$ cat src/rtl/tkx_pkg.sv
// shared types, widths and constants of the table keystream xor cipher
package tkx_pkg;

  // field and register widths
  localparam int KEY_W   = 24;
  localparam int LEN_W   = 15;
  localparam int TADDR_W = 14;
  localparam int TVAL_W  = 7;
  localparam int CHAR_W  = 8;
  localparam int OPOS_W  = 6;

  // reset values of the configuration registers
  localparam logic [KEY_W-1:0] KEY_RESET = 24'h060899;
  localparam logic [LEN_W-1:0] LEN_RESET = 15'd10000;

  // cipher constants
  localparam int REDUCE_MOD = 94;
  localparam int CHAR_SHIFT = 32;

  // shared modulo unit: dividend covers position + key + running value
  localparam int NUM_W = KEY_W + 2;
  localparam int DEN_W = LEN_W;
  localparam int REM_W = DEN_W + 1;
  localparam int CNT_W = $clog2(NUM_W);

  // running value mod 94 by reciprocal multiply, exact for any 24-bit value:
  // floor(x / 94) == ((x >> 1) * RV_RECIP) >> RV_RECIP_SH
  localparam logic [KEY_W-1:0] RV_RECIP = 24'd11422786;
  localparam int RV_RECIP_SH = 29;
  localparam int RV_PROD_W   = 2 * KEY_W - 1;
  localparam int RV_QUO_W    = RV_PROD_W - RV_RECIP_SH;

  // default sizes handed down from the top level
  localparam int TABLE_DEPTH_DEF = 16384;
  localparam int MESSAGE_LEN_DEF = 64;
  localparam int ROUNDS_DEF      = 8;

  // request kinds
  localparam logic REQ_LOAD   = 1'b0;
  localparam logic REQ_CIPHER = 1'b1;

  // apb register map
  localparam int APB_AW = 3;
  localparam int APB_DW = 32;
  localparam logic REG_KEY = 1'b0;
  localparam logic REG_LEN = 1'b1;

  typedef struct packed {
    logic               req_type;
    logic [TADDR_W-1:0] table_addr;
    logic [TVAL_W-1:0]  table_value;
    logic [CHAR_W-1:0]  data_char;
    logic               first_char;
  } in_req_t;

  typedef struct packed {
    logic [CHAR_W-1:0] out_char;
    logic [OPOS_W-1:0] out_position;
  } out_res_t;

  typedef struct packed {
    logic             start;
    logic [NUM_W-1:0] num;
    logic [DEN_W-1:0] den;
  } div_req_t;

  typedef struct packed {
    logic             done;
    logic [REM_W-1:0] rem;
  } div_rsp_t;

endpackage

$ cat src/rtl/tkx_mod_unit.sv
// shared restoring modulo unit, one remainder bit per cycle
module tkx_mod_unit (
  input  logic              clk,
  input  logic              rst_n,
  input  tkx_pkg::div_req_t req,
  output tkx_pkg::div_rsp_t rsp
);
  import tkx_pkg::*;

  logic             busy_r, busy_nxt;
  logic             done_r, done_nxt;
  logic [CNT_W-1:0] cnt_r, cnt_nxt;
  logic [NUM_W-1:0] num_r, num_nxt;
  logic [DEN_W-1:0] den_r, den_nxt;
  logic [REM_W-1:0] rem_r, rem_nxt;
  logic [REM_W-1:0] trial;

  // shift in the next dividend bit and try a subtract
  assign trial = {rem_r[DEN_W-1:0], num_r[NUM_W-1]};

  always_comb begin
    busy_nxt = busy_r;
    done_nxt = 1'b0;
    cnt_nxt  = cnt_r;
    num_nxt  = num_r;
    den_nxt  = den_r;
    rem_nxt  = rem_r;
    if (req.start) begin
      busy_nxt = 1'b1;
      cnt_nxt  = CNT_W'(NUM_W - 1);
      num_nxt  = req.num;
      den_nxt  = req.den;
      rem_nxt  = '0;
    end else if (busy_r) begin
      num_nxt = {num_r[NUM_W-2:0], 1'b0};
      if (trial >= {1'b0, den_r}) begin
        rem_nxt = trial - {1'b0, den_r};
      end else begin
        rem_nxt = trial;
      end
      if (cnt_r == '0) begin
        busy_nxt = 1'b0;
        done_nxt = 1'b1;
      end else begin
        cnt_nxt = cnt_r - CNT_W'(1);
      end
    end
  end

  always_ff @(posedge clk) begin
    if (!rst_n) begin
      busy_r <= 1'b0;
      done_r <= 1'b0;
      cnt_r  <= '0;
    end else begin
      busy_r <= busy_nxt;
      done_r <= done_nxt;
      cnt_r  <= cnt_nxt;
    end
    num_r <= num_nxt;
    den_r <= den_nxt;
    rem_r <= rem_nxt;
  end

  assign rsp.done = done_r;
  assign rsp.rem  = rem_r;

endmodule

$ cat config.mk
export PLATFORM = sky130hd
export DESIGN_NAME = tkx_mod_unit
export DESIGN_NICKNAME = d
export VERILOG_FILES = /design/src/rtl/tkx_pkg.sv /design/src/rtl/tkx_mod_unit.sv
export SDC_FILE = /design/constraint.sdc
export NUM_CORES = 1
export LEC_CHECK = 0
export ABC_AREA = 1
export ABC_CLOCK_PERIOD_IN_PS = 2700
export BUFFER_PORTS_ARGS = -buffer_cell sky130_fd_sc_hd__buf_2
export CAP_MARGIN = 20
export CORE_ASPECT_RATIO = 0.7
export CORE_MARGIN = 1
export CORE_UTILIZATION = 40
export CTS_CLUSTER_DIAMETER = 120
export DETAILED_ROUTE_END_ITERATION = 10
export PLACE_DENSITY = 0.57
export SYNTH_ARGS = -nofsm -noshare
export SYNTH_HDL_FRONTEND = slang
export SYNTH_SLANG_ARGS = --single-unit
$ cat constraint.sdc
create_clock -name clk -period 2.7 [get_ports clk]
set_clock_uncertainty 0.1 [all_clocks]
set_input_delay 0.135 -clock clk [delete_from_list [all_inputs] [get_ports clk]]
set_output_delay 0.135 -clock clk [all_outputs]
set_load 0.03 [all_outputs]
==> reports/qor.txt <==
status - finished, final reports clean
Routed WL per cell - 12.6 µm
commonest cells after routing, fill and taps aside - 184 x nand2_1, 71 x inv_1, 60 x buf_2
DR WL met3 - 354 µm
gp weighted congestion - 0.878
Setup Fix Bufs, Post-CTS - 0
Crit path top cell by count - nand2_1
Syn Nets - 532
Fin. Hold Viols - 0
Primary FF master, synth - edfxtp_1
Die W - 116 µm
met1 wire length - 4.62 mm
CP Capture Type - flip-flop
FP Rows - 28
via count - 3,249
Hold Crit Class - input port to flip-flop
share of cells above drive strength 1 - 17.4%
combinational share of power - 12.6%
Top Layer Used - met4
Leak Pwr - 2.47 nW
Root Driver - clkbuf_16
clock-pin slew of the registers on the worst-case setup and hold paths - 0.05 ns
max capacitance violation total - 0
Psw - 0.604 mW
Ant. Diodes - 0
Syn Std Cell Area - 3650 µm²
fmax - 437 MHz
CP startpoint kind - flip-flop
Core ar. - 8650 µm²
sw frac - 22.9%
commonest non-fill, non-tap cell in the layout - nand2_1
number of synthesized register bits - 64
CTS tree - yes
Num CTS Buffers - 9
Mapped Cells - 471
Power Internal - 2.03 mW
global-route wire length before repair - 14.0 mm
Worst R2R Start - den_r[0]
drc violations - 0
peak supply drop - 0.000320 V
hold path startpoint - req[37]
CTS Buffer Depth - 2
Seq/Total Area, Yosys - 46.4%
Power Density - 549 nW/µm²
Reg power frac - 43.5%
largest net degree at the start of global routing - 35
area delta synth->final - 31.6%
highest-delay cell along the critical path - fa_1
RSZ-0062 raised after global routing - no
post-route ant nets - 0
dpl hpwl - 6.08 mm
power share of the clock group - 43.9%
gr ovfl total - 0
r2r setup slk - 0.41 ns
Worst Hold End - num_r[22]
H-Tree Depth - 3
Crit Path Class - flip-flop to flip-flop
antenna violations before repair - 0
vias per cell - 4.63
number of I/O port buffers - 60
final number of setup-violating endpoints - 0
GRT Total Usage - 19.8%
Final Power - 2.64 mW
Slew HR - 41.9%
metal2 WL - 3.76 mm
slowest stage delay, CP - 0.42 ns
Crit. Startpoint - den_r[0]
chip height - 81.9 µm
yosys warns - 0
Async S/R FF share, synth - 0%
Critical Path AT - 2.39 ns
DIE AREA - 9510 µm²
nets - 638
Worst Tran Pin Value - 0.871 ns
Final Critical Period - 2.29 ns
Total Wirelength - 8.83 mm
Worst Reg-to-Reg Cells - 12
Final TNS setup - 0 ns
Syn Area/Cell - 7.74 µm²
Crit Reg-Reg Endpoint - rem_r[0]
# fillers - 844
Initial Utilization - 42.1%
CP cell instances - ha_1 > fa_1 > inv_1 > nand2_1 > nand2_1 > nand3_2 > nand3_2 > nand2_4 > nand2_4 > nand2_1 > nand3_1 > o21ai_1
I/O pin count - 61
Cell variety after synth - 34
CTS Sinks - 64
TritonRoute pass-1 iters - 4
Tcrit/Tclk final - 84.8%
Max Slew Vio Count - 0
CP Data Required Time - 2.80 ns
Worst Path Max Fanout - 18
initial DRC count - 218
later-pin clock latency in the skew report - 0.32 ns
vias in the first global route - 2,925
Post-synth EDFFs - 41
Hold Crit Depth - 3
-- stage by stage --
step	utilization (%)	hold slack (ns)	setup WS [ns]	instance area (µm²)	cells
2_1_floorplan	-	0.133	0.531	3650	471
3_3_place_gp	47.3	0.211	0.508	4090	645
3_5_place_dp	47.3	0.213	0.431	4090	645
4_1_cts	55.5	0.00283	0.409	4800	702
5_1_grt	55.5	0.0326	0.202	4800	702
6_report	55.5	0.00979	0.412	4800	702
-- repair_timing --
| action | CTS | global route |
|---|---|---|
| hold endpoints to repair | 41 | 0 |
| hold buffers | 41 | 0 |
| gates resized for setup | 0 | 0 |
-- registers in the layout, summed over array words and instances, names as in the netlist --
signal,flops
num_r,26
rem_r,16
den_r,15
cnt_r,5
busy_r,1
done_r,1
-- power by group through the flow --
| stage | clock (mW) | combinational, mW | sequential, mW |
|---|---|---|---|
| after floorplan | 0 | 0.188 | 1.16 |
| after global placement | 0 | 0.286 | 1.16 |
| after detailed placement | 0 | 0.286 | 1.17 |
| after CTS | 1.18 | 0.334 | 1.15 |
| after global routing | 1.24 | 0.373 | 1.15 |
| final | 1.16 | 0.333 | 1.15 |
-- cells in the mapped netlist, types with 5 or more instances --
library cell,count,area share [%]
nor2_1,15,1.5
dfxtp_1,23,13
nand3_1,38,5.2
inv_2,5,0.51
nand2_1,184,19
inv_1,71,7.3
o21ai_1,8,1.1
nand3_2,6,1.6
nor3_1,7,0.96
ha_1,16,5.5
clkbuf_1,5,0.51
edfxtp_1,41,34
nand3b_1,5,1.0
a21oi_1,11,1.5
-- layout make-up --
cell class              count  area (µm²)  share of cell area (%)
multi-input cells         320        1610                    33.6
inverters                  76         285                    5.94
well taps                 120         150                    3.13
flip-flops and latches     64        1690                    35.2
clock inverters             1        30.0                   0.626
clock buffers              15         268                    5.58
repair buffers            106         761                    15.8
-- critical path, delay by kind of cell, from the launching register on --
family | cells | cell delay (ns)
simple gates | 8 | 0.91
fa+ha+maj | 2 | 0.66
flops | 1 | 0.36
buf+inv | 1 | 0.07
compound gates | 1 | 0.06
-- how the worst max path moves through the flow --
stage | to | slack (ns)
floorplan | rem_r[6] | 0.53
global placement | rem_r[6] | 0.51
detailed placement | rem_r[0] | 0.43
CTS | rem_r[0] | 0.41
global route | rem_r[10] | 0.20
finish | rem_r[0] | 0.41
-- metal layers --
layer / vias up / track usage (%)
met1: 1467 / 28.3
li1: 1701 / -
met5: - / 0
met4: 0 / 6.15
met2: 71 / 29.5
met3: 10 / 4.65
-- logic make-up after synthesis --
| kind of cell | count (synthesis) | share of synthesized area (%) |
|---|---|---|
| xor gates and xnor gates | 7 | 1.68 |
| AOI/OAI and AO/OA | 27 | 4.36 |
| and+or+nand+nor | 269 | 32.2 |
| buffers and inverters | 87 | 9.37 |
| DFF | 64 | 46.4 |
| adders and majority gates | 17 | 6.04 |
No activity file was read; power rests on OpenSTA's default activity.
